`config.mk`:
```
export PLATFORM = sky130hd
export DESIGN_NAME = event_notification_table_core
export DESIGN_NICKNAME = d
export VERILOG_FILES = /design/src/hdl/enct_pkg.sv /design/src/hdl/enct_ram.sv /design/src/hdl/enct_order.sv /design/src/hdl/enct_seq.sv /design/src/hdl/event_notification_table_core.sv
export SDC_FILE = /design/constraint.sdc
export NUM_CORES = 1
export LEC_CHECK = 0
export ABC_CLOCK_PERIOD_IN_PS = 10250
export BUFFER_PORTS_ARGS = -buffer_cell sky130_fd_sc_hd__buf_2
export CAP_MARGIN = 20
export CORE_ASPECT_RATIO = 1.5
export CORE_UTILIZATION = 55
export CTS_CLUSTER_SIZE = 8
export DETAILED_ROUTE_END_ITERATION = 8
export PLACE_DENSITY = 0.72
export SLEW_MARGIN = 5
export SYNTH_ARGS = -nofsm -noshare
export SYNTH_HDL_FRONTEND = slang
export SYNTH_SLANG_ARGS = --single-unit
```
`constraint.sdc`:
```
create_clock -name clk -period 10.25 [get_ports clk]
set_input_delay 0.5125 -clock clk [delete_from_list [all_inputs] [get_ports clk]]
set_output_delay 0.5125 -clock clk [all_outputs]
set_load 0.005 [all_outputs]
```
`src/hdl/enct_pkg.sv`:
```
// Shared types, constants and a helper function for the event notification table.
`default_nettype none

package enct_pkg;

  localparam int TABLE_ENTRIES = 8;
  localparam int IDX_W = (TABLE_ENTRIES > 1) ? $clog2(TABLE_ENTRIES) : 1;
  localparam int CNT_W = $clog2(TABLE_ENTRIES + 1);

  localparam int OP_W   = 2;
  localparam int KEY_W  = 15;
  localparam int PID_W  = 15;
  localparam int SIG_W  = 8;
  localparam int EV_W   = 8;
  localparam int QUAL_W = 32;

  localparam logic [CNT_W-1:0] ENTRIES_CNT = CNT_W'(TABLE_ENTRIES);
  localparam logic [KEY_W-1:0] KEY_MAX     = {KEY_W{1'b1}};

  localparam logic [OP_W-1:0] OP_SETUP    = 2'd0;
  localparam logic [OP_W-1:0] OP_TEARDOWN = 2'd1;
  localparam logic [OP_W-1:0] OP_SIGNAL   = 2'd2;

  typedef enum logic [1:0] {
    ST_OK      = 2'd0,
    ST_NOSPACE = 2'd1,
    ST_NOENTRY = 2'd2,
    ST_NOTIFY  = 2'd3
  } status_t;

  typedef enum logic [1:0] {
    S_IDLE,
    S_READ,
    S_CHECK,
    S_FINISH
  } seq_state_t;

  typedef struct packed {
    logic [KEY_W-1:0]  key;
    logic [PID_W-1:0]  pid;
    logic [SIG_W-1:0]  sig;
    logic [EV_W-1:0]   ev;
    logic [QUAL_W-1:0] qual;
  } entry_t;

  localparam int ENTRY_W = $bits(entry_t);

  typedef struct packed {
    logic             push;
    logic             keep;
    logic             drop;
    logic             restart;
    logic             commit;
    logic [IDX_W-1:0] slot;
  } ord_cmd_t;

  typedef struct packed {
    logic [CNT_W-1:0] count;
    logic             full;
    logic [IDX_W-1:0] free_slot;
    logic [IDX_W-1:0] rd_slot;
  } ord_stat_t;

  typedef struct packed {
    logic              valid;
    status_t           status;
    logic [KEY_W-1:0]  new_key;
    logic [PID_W-1:0]  pid;
    logic [SIG_W-1:0]  sig;
    logic [QUAL_W-1:0] qual;
    logic              last;
  } result_t;

  // Wrapping key counter step: keys run from 1 up to KEY_MAX.
  function automatic logic [KEY_W-1:0] next_key(input logic [KEY_W-1:0] k);
    if (k >= KEY_MAX) begin
      return KEY_W'(1);
    end
    return k + KEY_W'(1);
  endfunction

endpackage

`default_nettype wire

```
`src/hdl/enct_ram.sv`:
```
// Generic single write port, single read port RAM with registered read data.
`default_nettype none

module enct_ram #(
  parameter int WIDTH = 8,
  parameter int DEPTH = 8
) (
  input  wire logic                                       clk,
  input  wire logic                                       wr_en,
  input  wire logic [((DEPTH > 1) ? $clog2(DEPTH) : 1)-1:0] wr_addr,
  input  wire logic [WIDTH-1:0]                           wr_data,
  input  wire logic                                       rd_en,
  input  wire logic [((DEPTH > 1) ? $clog2(DEPTH) : 1)-1:0] rd_addr,
  output logic      [WIDTH-1:0]                           rd_data
);

  logic [WIDTH-1:0] mem_r [DEPTH];

  always_ff @(posedge clk) begin
    if (wr_en) begin
      mem_r[wr_addr] <= wr_data;
    end
    if (rd_en) begin
      rd_data <= mem_r[rd_addr];
    end
  end

endmodule

`default_nettype wire

```
`src/hdl/enct_order.sv`:
```
// Age-ordered list of occupied slots (newest first), entry valid bits and free slot search.
`default_nettype none

module enct_order (
  input  wire logic                      clk,
  input  wire logic                      rst_n,
  input  wire enct_pkg::ord_cmd_t        cmd,
  input  wire logic [enct_pkg::IDX_W-1:0] rd_pos,
  output enct_pkg::ord_stat_t            stat
);

  logic [enct_pkg::IDX_W-1:0]         order_r [enct_pkg::TABLE_ENTRIES];
  logic [enct_pkg::TABLE_ENTRIES-1:0] valid_r;
  logic [enct_pkg::CNT_W-1:0]         count_r;
  logic [enct_pkg::CNT_W-1:0]         wp_r;

  always_ff @(posedge clk) begin
    if (!rst_n) begin
      valid_r <= '0;
      count_r <= '0;
      wp_r    <= '0;
    end else begin
      if (cmd.restart) begin
        wp_r <= '0;
      end else if (cmd.keep) begin
        wp_r <= wp_r + enct_pkg::CNT_W'(1);
      end
      if (cmd.push) begin
        count_r          <= count_r + enct_pkg::CNT_W'(1);
        valid_r[cmd.slot] <= 1'b1;
      end else if (cmd.commit) begin
        count_r <= wp_r;
      end
      if (cmd.drop) begin
        valid_r[cmd.slot] <= 1'b0;
      end
    end
  end

  // Survivors are packed toward the front while the list is walked; a new
  // entry goes in at the front and pushes the others back by one place.
  always_ff @(posedge clk) begin
    if (cmd.push) begin
      order_r[0] <= cmd.slot;
      for (int j = 1; j < enct_pkg::TABLE_ENTRIES; j++) begin
        order_r[j] <= order_r[j-1];
      end
    end else if (cmd.keep) begin
      order_r[wp_r[enct_pkg::IDX_W-1:0]] <= cmd.slot;
    end
  end

  always_comb begin
    stat.free_slot = '0;
    for (int i = enct_pkg::TABLE_ENTRIES - 1; i >= 0; i--) begin
      if (!valid_r[i]) begin
        stat.free_slot = enct_pkg::IDX_W'(i);
      end
    end
    stat.count   = count_r;
    stat.full    = (count_r == enct_pkg::ENTRIES_CNT);
    stat.rd_slot = order_r[rd_pos];
  end

endmodule

`default_nettype wire

```
`src/hdl/enct_seq.sv`:
```
// Request sequencer: walks the age list, reads entries from the RAM and issues result words.
`default_nettype none

module enct_seq (
  input  wire logic                         clk,
  input  wire logic                         rst_n,
  input  wire logic                         in_valid,
  output logic                              in_stall,
  input  wire logic [enct_pkg::OP_W-1:0]    in_op,
  input  wire logic [enct_pkg::PID_W-1:0]   in_target_pid,
  input  wire logic [enct_pkg::PID_W-1:0]   in_caller_pid,
  input  wire logic [enct_pkg::SIG_W-1:0]   in_signal_number,
  input  wire logic [enct_pkg::EV_W-1:0]    in_event_type,
  input  wire logic [enct_pkg::QUAL_W-1:0]  in_qualifier,
  input  wire logic [enct_pkg::KEY_W-1:0]   in_lookup_key,
  input  wire enct_pkg::ord_stat_t          ord_stat,
  output enct_pkg::ord_cmd_t                ord_cmd,
  output logic [enct_pkg::IDX_W-1:0]        ord_rd_pos,
  output logic                              ram_rd_en,
  output logic [enct_pkg::IDX_W-1:0]        ram_rd_addr,
  input  wire enct_pkg::entry_t             ram_rd_data,
  output logic                              ram_wr_en,
  output logic [enct_pkg::IDX_W-1:0]        ram_wr_addr,
  output enct_pkg::entry_t                  ram_wr_data,
  input  wire logic                         out_free,
  output enct_pkg::result_t                 res
);

  enct_pkg::seq_state_t             state_r, state_nxt;
  logic [enct_pkg::OP_W-1:0]        op_r, op_nxt;
  logic [enct_pkg::PID_W-1:0]       pid_r, pid_nxt;
  logic [enct_pkg::SIG_W-1:0]       sig_r, sig_nxt;
  logic [enct_pkg::EV_W-1:0]        ev_r, ev_nxt;
  logic [enct_pkg::QUAL_W-1:0]      qual_r, qual_nxt;
  logic [enct_pkg::KEY_W-1:0]       lkey_r, lkey_nxt;
  logic [enct_pkg::KEY_W-1:0]       kc_r, kc_nxt;
  logic [enct_pkg::IDX_W-1:0]       pos_r, pos_nxt;
  logic [enct_pkg::IDX_W-1:0]       cur_slot_r, cur_slot_nxt;
  logic [enct_pkg::IDX_W-1:0]       slot_r, slot_nxt;
  logic                             found_r, found_nxt;
  logic                             nospace_r, nospace_nxt;

  always_ff @(posedge clk) begin
    if (!rst_n) begin
      state_r <= enct_pkg::S_IDLE;
      kc_r    <= '0;
    end else begin
      state_r <= state_nxt;
      kc_r    <= kc_nxt;
    end
  end

  always_ff @(posedge clk) begin
    op_r       <= op_nxt;
    pid_r      <= pid_nxt;
    sig_r      <= sig_nxt;
    ev_r       <= ev_nxt;
    qual_r     <= qual_nxt;
    lkey_r     <= lkey_nxt;
    pos_r      <= pos_nxt;
    cur_slot_r <= cur_slot_nxt;
    slot_r     <= slot_nxt;
    found_r    <= found_nxt;
    nospace_r  <= nospace_nxt;
  end

  assign in_stall    = (state_r != enct_pkg::S_IDLE);
  assign ram_rd_addr = ord_stat.rd_slot;
  assign ram_wr_addr = slot_r;

  always_comb begin
    logic last_pos;
    logic adv;

    state_nxt    = state_r;
    op_nxt       = op_r;
    pid_nxt      = pid_r;
    sig_nxt      = sig_r;
    ev_nxt       = ev_r;
    qual_nxt     = qual_r;
    lkey_nxt     = lkey_r;
    kc_nxt       = kc_r;
    pos_nxt      = pos_r;
    cur_slot_nxt = cur_slot_r;
    slot_nxt     = slot_r;
    found_nxt    = found_r;
    nospace_nxt  = nospace_r;
    ord_cmd      = '0;
    ord_rd_pos   = pos_r;
    ram_rd_en    = 1'b0;
    ram_wr_en    = 1'b0;
    res          = '0;
    adv          = 1'b0;
    last_pos     = ((enct_pkg::CNT_W'(pos_r) + enct_pkg::CNT_W'(1)) == ord_stat.count);

    ram_wr_data.key  = kc_r;
    ram_wr_data.pid  = pid_r;
    ram_wr_data.sig  = sig_r;
    ram_wr_data.ev   = ev_r;
    ram_wr_data.qual = qual_r;

    case (state_r)
      enct_pkg::S_IDLE: begin
        if (in_valid) begin
          op_nxt          = in_op;
          pid_nxt         = (in_target_pid == '0) ? in_caller_pid : in_target_pid;
          sig_nxt         = in_signal_number;
          ev_nxt          = in_event_type;
          qual_nxt        = in_qualifier;
          lkey_nxt        = in_lookup_key;
          pos_nxt         = '0;
          found_nxt       = 1'b0;
          nospace_nxt     = 1'b0;
          ord_cmd.restart = 1'b1;
          state_nxt       = enct_pkg::S_FINISH;
          case (in_op)
            enct_pkg::OP_SETUP: begin
              if (ord_stat.full) begin
                nospace_nxt = 1'b1;
              end else begin
                kc_nxt   = enct_pkg::next_key(kc_r);
                slot_nxt = ord_stat.free_slot;
                if (ord_stat.count != '0) begin
                  state_nxt = enct_pkg::S_READ;
                end
              end
            end
            enct_pkg::OP_TEARDOWN, enct_pkg::OP_SIGNAL: begin
              if (ord_stat.count != '0) begin
                state_nxt = enct_pkg::S_READ;
              end
            end
            default: begin
              state_nxt = enct_pkg::S_FINISH;
            end
          endcase
        end
      end

      enct_pkg::S_READ: begin
        ord_rd_pos   = pos_r;
        ram_rd_en    = 1'b1;
        cur_slot_nxt = ord_stat.rd_slot;
        state_nxt    = enct_pkg::S_CHECK;
      end

      enct_pkg::S_CHECK: begin
        ord_cmd.slot = cur_slot_r;
        case (op_r)
          enct_pkg::OP_SETUP: begin
            // A candidate key already held by an entry: take the next one
            // and scan the whole list again.
            if (ram_rd_data.key == kc_r) begin
              kc_nxt    = enct_pkg::next_key(kc_r);
              pos_nxt   = '0;
              state_nxt = enct_pkg::S_READ;
            end else begin
              adv = 1'b1;
            end
          end
          enct_pkg::OP_TEARDOWN: begin
            if (ram_rd_data.key == lkey_r) begin
              found_nxt    = 1'b1;
              ord_cmd.drop = 1'b1;
            end else begin
              ord_cmd.keep = 1'b1;
            end
            adv = 1'b1;
          end
          enct_pkg::OP_SIGNAL: begin
            if (ram_rd_data.ev == ev_r && ram_rd_data.qual == qual_r) begin
              // The walk holds here until the output register can take the word.
              if (out_free) begin
                res.valid    = 1'b1;
                res.status   = enct_pkg::ST_NOTIFY;
                res.pid      = ram_rd_data.pid;
                res.sig      = ram_rd_data.sig;
                res.qual     = ram_rd_data.qual;
                ord_cmd.drop = 1'b1;
                adv          = 1'b1;
              end
            end else begin
              ord_cmd.keep = 1'b1;
              adv          = 1'b1;
            end
          end
          default: begin
            state_nxt = enct_pkg::S_FINISH;
          end
        endcase
        if (adv) begin
          if (last_pos) begin
            state_nxt = enct_pkg::S_FINISH;
          end else begin
            pos_nxt      = pos_r + enct_pkg::IDX_W'(1);
            ord_rd_pos   = pos_nxt;
            ram_rd_en    = 1'b1;
            cur_slot_nxt = ord_stat.rd_slot;
          end
        end
      end

      enct_pkg::S_FINISH: begin
        if (out_free) begin
          res.valid  = 1'b1;
          res.last   = 1'b1;
          res.status = enct_pkg::ST_OK;
          state_nxt  = enct_pkg::S_IDLE;
          case (op_r)
            enct_pkg::OP_SETUP: begin
              if (nospace_r) begin
                res.status = enct_pkg::ST_NOSPACE;
              end else begin
                res.new_key  = kc_r;
                ram_wr_en    = 1'b1;
                ord_cmd.push = 1'b1;
                ord_cmd.slot = slot_r;
              end
            end
            enct_pkg::OP_TEARDOWN: begin
              res.status     = found_r ? enct_pkg::ST_OK : enct_pkg::ST_NOENTRY;
              ord_cmd.commit = 1'b1;
            end
            enct_pkg::OP_SIGNAL: begin
              ord_cmd.commit = 1'b1;
            end
            default: begin
              res.status = enct_pkg::ST_OK;
            end
          endcase
        end
      end

      default: begin
        state_nxt = enct_pkg::S_IDLE;
      end
    endcase
  end

endmodule

`default_nettype wire

```
`src/hdl/event_notification_table_core.sv`:
```
// Top level of the event notification table: entry RAM, age list, sequencer, output register.
`default_nettype none

// Channel   Direction  Handshake           Word
// in_*      input      in_valid/in_stall   one request: op, pids, signal, event, qualifier, key
// out_*     output     out_valid/out_stall one result: status, key, notify fields, last
//
// A request is accepted while the sequencer is idle. For a teardown or signal
// event the walk over the age list reads one entry of the entry RAM per cycle,
// unless, for a signal event, a stalled output register holds it. A setup
// scans the list anew for each candidate key that it tries. Reset empties
// the table and clears the key counter; the entry RAM itself is not cleared,
// since only entries on the age list are ever read.
// A new request is taken only after the closing word of the previous one
// has been loaded into the output register.

module event_notification_table_core (
  input  wire logic                         clk,
  input  wire logic                         rst_n,
  input  wire logic                         in_valid,
  output logic                              in_stall,
  input  wire logic [enct_pkg::OP_W-1:0]    in_op,
  input  wire logic [enct_pkg::PID_W-1:0]   in_target_pid,
  input  wire logic [enct_pkg::PID_W-1:0]   in_caller_pid,
  input  wire logic [enct_pkg::SIG_W-1:0]   in_signal_number,
  input  wire logic [enct_pkg::EV_W-1:0]    in_event_type,
  input  wire logic [enct_pkg::QUAL_W-1:0]  in_qualifier,
  input  wire logic [enct_pkg::KEY_W-1:0]   in_lookup_key,
  output logic                              out_valid,
  input  wire logic                         out_stall,
  output logic [1:0]                        out_status,
  output logic [enct_pkg::KEY_W-1:0]        out_new_key,
  output logic [enct_pkg::PID_W-1:0]        out_notify_pid,
  output logic [enct_pkg::SIG_W-1:0]        out_notify_signal,
  output logic [enct_pkg::QUAL_W-1:0]       out_notify_qualifier,
  output logic                              out_last
);

  enct_pkg::ord_cmd_t          ord_cmd;
  enct_pkg::ord_stat_t         ord_stat;
  logic [enct_pkg::IDX_W-1:0]  ord_rd_pos;
  logic                        ram_rd_en;
  logic [enct_pkg::IDX_W-1:0]  ram_rd_addr;
  enct_pkg::entry_t            ram_rd_data;
  logic                        ram_wr_en;
  logic [enct_pkg::IDX_W-1:0]  ram_wr_addr;
  enct_pkg::entry_t            ram_wr_data;
  enct_pkg::result_t           res;
  logic                        out_free;

  // Output register: loaded when the sequencer issues a word, emptied when
  // the receiver takes it. The sequencer only issues into a free register.
  logic                        out_valid_r, out_valid_nxt;
  enct_pkg::result_t           out_word_r;

  assign out_free = !out_valid_r || !out_stall;

  always_comb begin
    out_valid_nxt = out_valid_r;
    if (res.valid) begin
      out_valid_nxt = 1'b1;
    end else if (!out_stall) begin
      out_valid_nxt = 1'b0;
    end
  end

  always_ff @(posedge clk) begin
    if (!rst_n) begin
      out_valid_r <= 1'b0;
    end else begin
      out_valid_r <= out_valid_nxt;
    end
  end

  always_ff @(posedge clk) begin
    if (res.valid) begin
      out_word_r <= res;
    end
  end

  assign out_valid            = out_valid_r;
  assign out_status           = out_word_r.status;
  assign out_new_key          = out_word_r.new_key;
  assign out_notify_pid       = out_word_r.pid;
  assign out_notify_signal    = out_word_r.sig;
  assign out_notify_qualifier = out_word_r.qual;
  assign out_last             = out_word_r.last;

  enct_ram #(
    .WIDTH (enct_pkg::ENTRY_W),
    .DEPTH (enct_pkg::TABLE_ENTRIES)
  ) u_entry_ram (
    .clk     (clk),
    .wr_en   (ram_wr_en),
    .wr_addr (ram_wr_addr),
    .wr_data (ram_wr_data),
    .rd_en   (ram_rd_en),
    .rd_addr (ram_rd_addr),
    .rd_data (ram_rd_data)
  );

  enct_order u_order (
    .clk    (clk),
    .rst_n  (rst_n),
    .cmd    (ord_cmd),
    .rd_pos (ord_rd_pos),
    .stat   (ord_stat)
  );

  enct_seq u_seq (
    .clk              (clk),
    .rst_n            (rst_n),
    .in_valid         (in_valid),
    .in_stall         (in_stall),
    .in_op            (in_op),
    .in_target_pid    (in_target_pid),
    .in_caller_pid    (in_caller_pid),
    .in_signal_number (in_signal_number),
    .in_event_type    (in_event_type),
    .in_qualifier     (in_qualifier),
    .in_lookup_key    (in_lookup_key),
    .ord_stat         (ord_stat),
    .ord_cmd          (ord_cmd),
    .ord_rd_pos       (ord_rd_pos),
    .ram_rd_en        (ram_rd_en),
    .ram_rd_addr      (ram_rd_addr),
    .ram_rd_data      (ram_rd_data),
    .ram_wr_en        (ram_wr_en),
    .ram_wr_addr      (ram_wr_addr),
    .ram_wr_data      (ram_wr_data),
    .out_free         (out_free),
    .res              (res)
  );

endmodule

`default_nettype wire
```
== Word level (Yosys, flattened, before mapping) ==
Memories as Yosys holds them, arrays and structs flattened. A register that Yosys moved wholly into a read port is not among the register bits.
Cells that the tools add are included.

* Flip-flop bits (word level): 198
* Bits in writable memories: 648
* Input port bits: 99
* Output and inout bits: 75
* Logic and storage cells: 201
* Memories kept: 2

* Add/subtract/negate cells: 5
* Magnitude comparators: 3
* Equality and inequality tests: 24
* Mux-type cells: 105
* Bitwise logic cells: 8
* Reduce and logical (&&, ||, !) cells: 29

{| class="wikitable"
|+ Memories
! memory !! depth !! bits a word !! rd ports !! clocked after memory_dff !! wr ports !! RTL line !! text
|-
| u_entry_ram.mem_r || 8 || 78 || 1 || 1 || 1 || enct_ram.sv:17 || <nowiki>logic [WIDTH-1:0] mem_r [DEPTH];</nowiki>
|-
| u_order.order_r || 8 || 3 || 8 || 0 || 8 || enct_order.sv:12 || <nowiki>logic [enct_pkg::IDX_W-1:0] order_r [enct_pkg::TABLE_ENTRIES];</nowiki>
|}

{| class="wikitable"
|+ Operators with widths
! cell !! count
|-
| $mux W15 || 11
|-
| $mux W3 || 21
|-
| $mux W1 || 41
|-
| $eq A32 B32 Y1 || 1
|-
| $eq A15 B15 Y1 || 2
|-
| $pmux W15 S2 || 1
|-
| $mux W8 || 3
|-
| $pmux W3 S2 || 4
|-
| $mux W2 || 11
|-
| $mux W18 || 1
|-
| $pmux W2 S2 || 4
|-
| $reduce_and A4 Y1 || 4
|-
| $add A15 B1 Y15 const B || 1
|-
| $ge A15 B15 Y1 const B || 1
|-
| $logic_not A15 Y1 || 1
|-
| $ne A2 B2 Y1 const B || 7
|-
| $mux W4 || 3
|-
| $add A4 B1 Y4 const B || 2
|-
| $and A8 B8 Y8 || 1
|-
| $eq A2 B2 Y1 const B || 4
|-
| $eq A8 B8 Y1 || 1
|-
| $ne A2 B1 Y1 const B || 4
|-
| $not A8 Y8 || 1
|-
| $or A8 B8 Y8 || 1
|-
| 24 further kinds || 43
|}

== Logic depth before layout (Yosys ltp) ==
Gate-level depths: netlist of run 1.

* Depth in word-level cells: 14
* Mapped depth: 13
* Gate-level depth less buffers: 12

== By module ==
From an unflattened synthesis of run 1, not the netlist that was laid out.

* Cells, all modules: 1718
* Area total of the unflattened synthesis: 35846.9 um^2

{| class="wikitable"
|+ Modules (own cells, without submodules)
! module !! instances !! cells each !! area an instance (um^2)
|-
| enct_ram || 1 || 993 || 25821.0
|-
| enct_seq || 1 || 472 || 5679.2
|-
| event_notification_table_core || 1 || 77 || 2227.1
|-
| enct_order || 1 || 176 || 2119.5
|}

== Worst setup path before layout of run 1 ==
No wires, ideal clock.

* Kind: input port to flip-flop
* Start: input port out_stall
* End: memory u_entry_ram.mem_r[0][0] (netlist bit) (enable)
* Setup time: 0.706 ns
* Data arrival time: 8.948 ns
* Data required time: 9.544 ns
* Slack: 0.595 ns
* Cell stages on the path: 7
* Path buffers: 2
* Cell sequence: and2_1 > nor2b_1 > clkbuf_1 > nand2_1 > or2_2 > clkbuf_1 > nor4_1

* Word-level cells in the longest chain between the ends: 6

{| class="wikitable"
|+ RTL lines
! what !! RTL line !! text
|-
| start, declared || event_notification_table_core.sv:30 || <nowiki>input wire logic out_stall,</nowiki>
|-
| $logic_not A1 Y1 || n/a ||
|-
| $logic_or A1 B1 Y1 || event_notification_table_core.sv:56 || <nowiki>assign out_free = !out_valid_r || !out_stall;</nowiki>
|-
| $mux W1 || enct_seq.sv:204 || <nowiki>if (out_free) begin</nowiki>
|-
| $mux W1 || enct_seq.sv:102 || <nowiki>case (state_r)</nowiki>
|-
| $mux W1 || enct_ram.sv:20 || <nowiki>if (wr_en) begin</nowiki>
|-
| $mux W1 (not written as such) || enct_ram.sv:21 || <nowiki>mem_r[wr_addr] <= wr_data;</nowiki>
|-
| end, declared || enct_ram.sv:17 ||
|}

No other way between the ends.

== Final worst setup path of run 1 ==
* Start: register u_seq.qual_r[1] (netlist bit)
* End: register u_entry_ram.rd_data[31] (read register of u_entry_ram.mem_r) (data pin)

* Word-level cells in the longest chain between the ends: 8

{| class="wikitable"
|+ RTL lines
! what !! RTL line !! text
|-
| start, declared || enct_seq.sv:34 || <nowiki>logic [enct_pkg::QUAL_W-1:0] qual_r, qual_nxt;</nowiki>
|-
| start signal, assigned || enct_seq.sv:58 || <nowiki>qual_r <= qual_nxt;</nowiki>
|-
| $eq A32 B32 Y1 * || enct_seq.sv:171 || <nowiki>if (ram_rd_data.ev == ev_r && ram_rd_data.qual == qual_r) begin</nowiki>
|-
| $logic_and A1 B1 Y1 * || enct_seq.sv:171 ||
|-
| $mux W1 * || enct_seq.sv:171 ||
|-
| $pmux W1 S3 * || enct_seq.sv:149 || <nowiki>case (op_r)</nowiki>
|-
| $mux W1 * || enct_seq.sv:102 ||
|-
| $mux W3 || enct_seq.sv:191 || <nowiki>if (adv) begin</nowiki>
|-
| $mux W3 || enct_seq.sv:102 ||
|-
| $mem_v2 Z8 W3 || n/a ||
|-
| end, declared || enct_ram.sv:14 || <nowiki>output logic [WIDTH-1:0] rd_data</nowiki>
|}

Mark *: on every way between the ends. The rest lies on a longest branch, timed or not. The select of a mux whose other input is x is not followed.
A chain may end at the register's enable or synchronous reset.

==> impl_metrics.yaml, run 1 <==
sta:
  period_share_pct: 55.1
  finalMaxSlewViolations: 0
  worst_pin_slew_ps: 1120
  skew_ps: 21.9
  fmax_mhz: 177
  finalWorstSetupSlack_ps: 4600
  hold_viol: 0
  period_needed_ps: 5650
  slew_headroom_pct: 25.0
  rsz0062_at_grt: "no"
  worst_hold_slack_ps: 26.8
  finalSetupViolations: 0
  setup_tns_ps: 0
worst_setup_path:
  r2r_start: "u_seq.qual_r[1]"
  path_max_fanout: 61
  worst-endpoint-arrival_ps: 6070
  cp-start-kind: "register"
  timing.rr.end: "u_entry_ram.rd_data[31]"
  critPathKind: "register to register"
  reg2reg_slack_ps: 4600
  required_ps: 10670
  rr_worst_depth: 11
  cp-end-kind: "register"
clock_network:
  numCtsBuffers: 133
  insertion_delay_ps: 680
  clk_pin_slew_ps: 50
  htreeDepth: 4
  cts_resized: 0
  cts_tree: "yes"
  root_buffer: "clkbuf_16"
  cts_sinks: 924
  cts_max_path_buffers: 3
routing:
  drt_pre_antenna_iters: 5
  drc: 0
  ant_nets: 0
  avgRoutedWirePerCell_um: 24.3
  via_count: 19043
  wl_um: 79300
  viasPerCell: 5.84
  drt-initial-drc-count: 1404
global_routing:
  grt_usage_pct: 23.7
  grt_max_degree: 148
  grt_pass1_wl_um: 119000
  grt_pass1_vias: 20141
  grt.overflow.total: 0
  antenna_found_initial: 2
floorplan:
  rows: 116
  die_h_um: 320
  start_util_pct: 55.5
  ios: 174
  die_x_um: 214
  dieArea_um2: 68300
  coreArea_um2: 66600
layout:
  nNetsFinal: 2457
  n_antenna_cell: 0
  final_util_pct: 64.4
  drive_above_1_share_pct: 20.6
  nFillCells: 4496
  area_growth_pct: 16.0
outcome:
  status: "complete, no violations"
logic_synthesis:
  netlist_area_um2: 37000
  netlist_instances: 2063
  synth.most_common_cell: "edfxtp_1"
  synth-warning-count: 0
  yosysSeqAreaShare_pct: 74.1
  synthTopCellsByArea: "edfxtp_1, mux2i_1, mux2_2, dfxtp_1, xnor2_1"
  syn_area_per_cell_um2: 17.9
  synth-edff-count: 890
  ys_types: 54
  syn_nets: 2177
  ys_seq_elements: 924
  synth_top_area_share_pct: 72.3
  async_flop_share_pct: 0
  synth_common_cells: "edfxtp_1, mux2i_1, mux2_2"
  ys.flop_type: "edfxtp_1"
  synth_top_area_cell: "edfxtp_1"
pwr:
  p_leak_nw: 15.6
  peakVddDrop_mv: 0.408
  power_per_cell_area_nw_per_um2: 293
hold_path:
  min_path_type: "input pin to register"
  holdCritStartpoint: "in_lookup_key[2]"
  holdPathStages: 1
  hold_path_end: "u_seq.lkey_r[2]"
placed_design:
  dp_slack_ps: 4710
  dp_hpwl_um: 43200
  gp_congestion: 0.844
  io_buffers: 173
run:
  max-cap-violations: 0
## power by group
group	internal [W]	switching [W]	leakage (nW)
Sequential	0.00467	0.000238	8.30
Combinational	0.00180	0.00196	5.53
Clock	0.00243	0.00147	1.80
## worst max path at each step
stage / slack [ps] / end / depth (start not counted) / from
after CTS: 4660 / u_entry_ram.rd_data[31] / 11 / u_seq.qual_r[1]
after floorplan: 600 / u_entry_ram.mem_r[0][0] / 7 / out_stall
final: 4600 / u_entry_ram.rd_data[31] / 11 / u_seq.qual_r[1]
after global placement: 4750 / u_entry_ram.rd_data[64] / 11 / u_seq.qual_r[1]
after detailed placement: 4710 / u_entry_ram.rd_data[69] / 11 / u_seq.qual_r[1]
after global routing: 4400 / u_entry_ram.rd_data[31] / 11 / u_seq.qual_r[1]
## metrics by stage
stage | cell area (um2) | instances | total power [W]
after floorplan | 37000 | 2063 | 0.00787
after global placement | 38900 | 3065 | 0.00859
after detailed placement | 38900 | 3065 | 0.00872
after CTS | 42900 | 3263 | 0.0126
after global routing | 42900 | 3263 | 0.0131
final | 42900 | 3263 | 0.0126
## state kept, by name, indices dropped and copies added, names as in the netlist, 4 cells and up
name                  count
u_order.order_r          24
out_new_key              15
u_order.valid_r           8
out_notify_qualifier     32
out_notify_pid           15
u_seq.sig_r               8
u_order.count_r           4
u_seq.ev_r                8
u_seq.pid_r              15
u_seq.lkey_r             15
u_order.wp_r              4
u_seq.qual_r             32
u_seq.kc_r               15
out_notify_signal         8
u_entry_ram.mem_r       624
u_entry_ram.rd_data      78
## cell usage in the layout, fill, tap and decap left out, types with 22 or more instances in the layout
master / count
nand2_1: 56
mux2_2: 85
dfxtp_1: 34
and2_1: 71
inv_1: 23
edfxtp_1: 890
mux2i_1: 477
buf_4: 28
clkbuf_1: 22
clkbuf_16: 139
buf_2: 173
nor2_1: 37
dlygate4sd3_1: 28
xnor2_1: 64
## metal layers
metal	vias up	track usage [%]	share of wire [%]
met5	-	0	0.035
met4	4	10.5	3.2
met3	165	3.45	4.8
met2	643	40.3	51
met1	9720	30.1	41
li1	8511	-	-
## cells by family after synthesis
family | Yosys count | share of synthesized area [%]
buf+inv | 110 | 1.37
flops | 924 | 74.1
fa+ha+maj | 15 | 0.507
mux | 584 | 16.6
simple gates | 258 | 3.69
compound gates | 89 | 1.76
xor+xnor | 83 | 1.97
## critical path: stages, from the launching register on
cell,delay [ps]
edfxtp_1,510
xnor2_1,560
nand4_1,170
nor4_1,480
a41oi_1,340
o21ai_0,590
a2bb2oi_4,210
buf_4,680
buf_4,950
mux2i_1,340
mux2i_1,120
mux2_2,290
## what timing repair did
action / 4_1_cts / 5_1_grt
endpoints found under the hold margin: 28 / 0
hold buffers: 28 / 0
setup buffers: 0 / 0
## cell type report
type	count	area, um2	area share [%]
flip-flops and latches	924	27400	63.9
multi-input cells	1029	9190	21.4
clock buffers	161	3560	8.30
repair buffers	231	1400	3.26
well taps	885	1110	2.58
clock inverters	9	145	0.338
inverters	24	92.6	0.216
No activity file was read; power rests on OpenSTA's default activity.
==> inputs of run 2 (changes only) <==
--- a/config.mk
+++ b/config.mk
@@ -5,14 +5,14 @@
 export SDC_FILE = /design/constraint.sdc
 export NUM_CORES = 1
 export LEC_CHECK = 0
-export ABC_CLOCK_PERIOD_IN_PS = 10250
+export ABC_CLOCK_PERIOD_IN_PS = 5700
 export BUFFER_PORTS_ARGS = -buffer_cell sky130_fd_sc_hd__buf_2
 export CAP_MARGIN = 20
 export CORE_ASPECT_RATIO = 1.5
 export CORE_UTILIZATION = 55
 export CTS_CLUSTER_SIZE = 8
 export DETAILED_ROUTE_END_ITERATION = 8
-export PLACE_DENSITY = 0.72
+export PLACE_DENSITY = 0.7
 export SLEW_MARGIN = 5
 export SYNTH_ARGS = -nofsm -noshare
 export SYNTH_HDL_FRONTEND = slang
==> constraint.sdc (replaced) <==
create_clock -name clk -period 5.7 [get_ports clk]
set_input_delay 0.285 -clock clk [delete_from_list [all_inputs] [get_ports clk]]
set_output_delay 0.285 -clock clk [all_outputs]
set_load 0.005 [all_outputs]
==> run 2 against run 1 <==
Highest routed layer is now met4. Clock power is 81% higher. Clock skew up 1.7 ps. Largest power group unchanged. Hold slack better by 22 ps. Sequential power is 80% higher.
==> impl_metrics.yaml, run 2 (same netlist as run 1, synthesis figures left out) <==
pwr:
  peakVddDrop_mv: 0.881
  p_leak_nw: 16.0
  p_int_w: 0.0161
  power_frac_comb_pct: 30.1
  finalPower_w: 0.0227
  power_per_cell_area_nw_per_um2: 519
  power_switching_w: 0.00663
  p_sw_share_pct: 29.2
  pwr-share-seq_pct: 38.8
  p_clk_share_pct: 31.1
worst_setup_path:
  cp-end-kind: "register"
  cp-start-kind: "register"
  required_ps: 6100
  path_max_fanout: 97
  worst-endpoint-arrival_ps: 5140
  critPathKind: "register to register"
layout:
  n_antenna_cell: 0
  final_common_cell: "edfxtp_1"
  nFillCells: 4461
  drive_above_1_share_pct: 20.1
  regMostFlops: "u_entry_ram.mem_r"
  final_util_pct: 65.7
  multi_input_area_um2: 9200
  layout_common_cells: "edfxtp_1, mux2i_1, buf_2"
  register_area_um2: 27400
  area_growth_pct: 18.4
  largest_register_ffs: 624
  nNetsFinal: 2528
  top_regs: "u_entry_ram.mem_r: 624 flops, u_entry_ram.rd_data: 78 flops"
routing:
  viasPerCell: 5.78
  ant_nets: 0
  wl_um: 80100
  routed.top_layer: "met4"
  wl_met1_um: 32300
  drt_pre_antenna_iters: 5
  avgRoutedWirePerCell_um: 24.0
  wl_met2_um: 40900
  drt-initial-drc-count: 1469
  via_count: 19289
  drc: 0
  dr_wl_met3_um: 4230
clock_network:
  root_buffer: "clkbuf_16"
  cts_resized: 0
  cts_max_path_buffers: 3
  insertion_delay_ps: 670
  clk_pin_slew_ps: 50
  cts_tree: "yes"
  cts_setup_buffers: 0
  htreeDepth: 4
  numCtsBuffers: 133
  cts_sinks: 924
floorplan:
  ios: 174
  coreArea_um2: 66600
  die_h_um: 320
  dieArea_um2: 68300
  die_x_um: 214
  start_util_pct: 55.5
  rows: 116
global_routing:
  antenna_found_initial: 0
  grt_max_degree: 98
  grt_usage_pct: 24.0
  grt.overflow.total: 0
  grt_pass1_wl_um: 120000
  grt_pass1_vias: 20406
sta:
  finalWorstSetupSlack_ps: 960
  hold_viol: 0
  period_share_pct: 83.2
  rsz0062_at_grt: "no"
  finalMaxSlewViolations: 0
  slew_headroom_pct: 28.7
  finalSetupViolations: 0
  worst_hold_slack_ps: 49.0
  fmax_mhz: 211
  period_needed_ps: 4740
  skew_ps: 23.6
  worst_pin_slew_ps: 1070
placed_design:
  dp_slack_ps: 937
  gp_congestion: 0.871
  dp_hpwl_um: 43300
  io_buffers: 173
outcome:
  status: "complete, no violations"
hold_path:
  min_path_type: "input pin to register"
run:
  max-cap-violations: 0
[run 2: worst max-delay path, cell delays in order (launching register included)]
cell       delay [ps]
edfxtp_1          510
xnor2_1           550
nand4_1           150
nor4_1            590
a41oi_1           340
o21ai_0           540
a2bb2oi_4         460
buf_12            580
mux2i_1           290
mux2i_1           100
mux2_2            280
[run 2: cell type report]
class	count	area share [%]
clock buffers	166	8.17
clock inverters	9	0.323
inverters	24	0.211
multi-input cells	1029	21.0
flip-flops and latches	924	62.6
well taps	885	2.53
repair buffers	302	5.19
[run 2: what timing repair did]
action | 4_1_cts | 5_1_grt
setup endpoints to repair | 0 | 0
hold endpoints to repair | 80 | 0
hold buffers | 95 | 0
[run 2: routing by layer]
layer  track usage (%)  vias up
met1              30.4     9834
met2              40.8      655
met5                 0        -
met3              4.08      155
met4              10.1        0
li1                  -     8645
[run 2: final timing paths]
kind / cells after the start / slack (ps) / from / end
hold reg to reg: 1 / 530 / u_entry_ram.rd_data[59] / out_notify_pid[11]
setup / recovery: 10 / 960 / u_seq.qual_r[1] / u_entry_ram.rd_data[60]
hold / removal: 2 / 50 / rst_n / out_valid
setup reg to reg: 10 / 960 / u_seq.qual_r[1] / u_entry_ram.rd_data[60]
[run 2: power groups by stage]
stage	Clock [W]	Sequential, W	Combinational, W
6_report	0.00706	0.00882	0.00684
5_1_grt	0.00746	0.00886	0.00731
4_1_cts	0.00718	0.00881	0.00691
3_5_place_dp	0	0.00892	0.00681
3_3_place_gp	0	0.00890	0.00660
2_1_floorplan	0	0.00877	0.00539
[run 2: metrics by stage]
stage	setup TNS [ps]	instance area, um2	cells
5_1_grt	0	43800	3339
3_3_place_gp	0	39100	3068
2_1_floorplan	-472120	37000	2063
6_report	0	43800	3339
4_1_cts	0	43800	3339
3_5_place_dp	0	39100	3069
==> inputs of run 3 (changes only) <==
--- a/config.mk
+++ b/config.mk
@@ -5,7 +5,7 @@
 export SDC_FILE = /design/constraint.sdc
 export NUM_CORES = 1
 export LEC_CHECK = 0
-export ABC_CLOCK_PERIOD_IN_PS = 5700
+export ABC_CLOCK_PERIOD_IN_PS = 4700
 export BUFFER_PORTS_ARGS = -buffer_cell sky130_fd_sc_hd__buf_2
 export CAP_MARGIN = 20
 export CORE_ASPECT_RATIO = 1.5
==> constraint.sdc (replaced) <==
create_clock -name clk -period 4.7 [get_ports clk]
set_input_delay 0.235 -clock clk [delete_from_list [all_inputs] [get_ports clk]]
set_output_delay 0.235 -clock clk [all_outputs]
set_load 0.005 [all_outputs]
==> run 3 against run 2 <==
Sequential power grew 20%. Worst setup slack worse by 440 ps. Sequential share of layout area down 0.69 points. Combinational power up 28%. Utilization is 0.73 points higher. Wire length increased by 1.6%. Total power rose by 23%. Register-to-register slack worse by 440 ps. Cell count up 1.0%. Hold slack worse by 5.7 ps. Via count increased by 0.83%. Critical path depth up 2. Critical path type unchanged. Critical endpoint is now u_entry_ram.rd_data[57]. Largest power group unchanged.
==> impl_metrics.yaml, run 3 (same netlist as run 1, synthesis figures left out) <==
worst_setup_path:
  cp-end-kind: "register"
  reg2reg_slack_ps: 520
  path_max_fanout: 38
  required_ps: 5110
  r2r_start: "u_seq.ev_r[3]"
  timing.rr.end: "u_entry_ram.rd_data[57]"
  critPathKind: "register to register"
  rr_worst_depth: 12
  worst-endpoint-arrival_ps: 4590
  cp-start-kind: "register"
floorplan:
  ios: 174
  die_x_um: 214
  rows: 116
  dieArea_um2: 68300
  die_h_um: 320
  start_util_pct: 55.5
  coreArea_um2: 66600
sta:
  fmax_mhz: 239
  rsz0062_at_grt: "no"
  period_share_pct: 89.0
  finalSetupViolations: 0
  finalMaxSlewViolations: 0
  slew_headroom_pct: 27.6
  worst_pin_slew_ps: 1080
  skew_ps: 30.0
  setup_tns_ps: 0
  hold_viol: 0
  period_needed_ps: 4180
global_routing:
  antenna_found_initial: 3
  grt_pass1_vias: 20374
  grt_usage_pct: 24.3
  grt.overflow.total: 0
  grt_pass1_wl_um: 121000
  grt_max_degree: 79
clock_network:
  clk_pin_slew_ps: 50
  cts_setup_buffers: 0
  cts_sinks: 924
  cts_resized: 0
  cts_tree: "yes"
  root_buffer: "clkbuf_16"
  htreeDepth: 4
  cts_max_path_buffers: 3
  insertion_delay_ps: 680
  numCtsBuffers: 133
layout:
  largest_register_ffs: 624
  top_regs: "u_entry_ram.mem_r: 624 flops, u_entry_ram.rd_data: 78 flops"
  finalNonFillerCells: 3374
  nNetsFinal: 2572
  final_common_cell: "edfxtp_1"
  fin_area_um2: 44300
  layout_common_cells: "edfxtp_1, mux2i_1, buf_2"
  drive_above_1_share_pct: 21.6
  area_growth_pct: 19.7
  regMostFlops: "u_entry_ram.mem_r"
routing:
  via_count: 19450
  wl_um: 81400
  drt_pre_antenna_iters: 5
  drc: 0
  drt-initial-drc-count: 1583
  avgRoutedWirePerCell_um: 24.1
  ant_nets: 0
  viasPerCell: 5.76
outcome:
  status: "complete, no violations"
pwr:
  peakVddDrop_mv: 0.632
  p_leak_nw: 16.3
  power_per_cell_area_nw_per_um2: 630
hold_path:
  holdCritStartpoint: "in_valid"
  min_path_type: "input pin to register"
  holdPathStages: 4
  hold_path_end: "u_seq.state_r[1]"
placed_design:
  dp_hpwl_um: 46300
  dp.cells: 3112
  io_buffers: 173
  post_dp_cell_area_um2: 39600
  gp_congestion: 0.857
run:
  max-cap-violations: 0
[run 3: cell types whose count changed in the layout (fill, tap and decap cells not counted)]
cell / before / now
buf_8: 0 / 1
nor3_4: 1 / 4
buf_4: 18 / 47
clkbuf_1: 27 / 16
buf_12: 16 / 29
nor3_2: 3 / 0
diode_2: 0 / 2
dlygate4sd3_1: 95 / 96
[run 3: how the worst max path moves through the flow]
stage                     startpoint                 endpoint  slack, ps  cells past startpoint
finish                 u_seq.ev_r[3]  u_entry_ram.rd_data[57]        520                     12
global route           u_seq.ev_r[3]  u_entry_ram.rd_data[52]        370                     12
CTS                    u_seq.ev_r[3]  u_entry_ram.rd_data[52]        570                     12
detailed placement     u_seq.ev_r[3]  u_entry_ram.rd_data[52]        590                     12
global placement       u_seq.ev_r[3]  u_entry_ram.rd_data[60]        640                     12
floorplan           u_seq.state_r[1]  u_entry_ram.mem_r[5][0]       -530                      8
[run 3: area by class of cell]
cell class,count,area (um2)
inverter,24,92.6
tap,885,1110
sequential,924,27400
fill,4469,22300
multi-input combinational,1029,9220
clock buffer,155,3540
clock inverter,9,141
antenna,2,5.00
timing repair buffer,346,2780
[run 3: worst max-delay path: stages (launching register included)]
cell and delay, ps:
edfxtp_1 530, xnor2_1 360, nand4_1 200, nor4_1 500
a41oi_1 330, o21ai_0 250, buf_4 170, a2bb2oi_4 260
buf_12 310, buf_12 270, mux2i_1 250, mux2i_1 120
mux2_2 280
[run 3: repair_timing]
item / in CTS / in global routing
setup endpoints to repair: 0 / 0
hold endpoints to repair: 89 / 0
hold buffers: 96 / 0
[run 3: report_power, final]
| part | internal [W] | leakage [nW] | total [W] | switching (W) |
|---|---|---|---|---|
| Sequential | 0.0102 | 8.30 | 0.0106 | 0.000460 |
| Clock | 0.00528 | 1.80 | 0.00853 | 0.00325 |
| Combinational | 0.00430 | 6.17 | 0.00874 | 0.00444 |
[run 3: routing by layer]
metal  wire length (um)  track usage (%)
met5                  8                0
met2              40900             40.6
met4               2730             9.97
met3               4250             4.22
met1              33600             31.5
[run 3: per-stage QoR]
step / utilization, % / hold WS, ps / setup slack, ps / power, W
3_5_place_dp: 59.5 / 413 / 593 / 0.0195
6_report: 66.5 / 43.4 / 518 / 0.0279
4_1_cts: 66.5 / 11.0 / 566 / 0.0281
3_3_place_gp: 59.5 / 412 / 643 / 0.0192
2_1_floorplan: - / 334 / -526 / 0.0172
5_1_grt: 66.5 / 67.4 / 370 / 0.0290
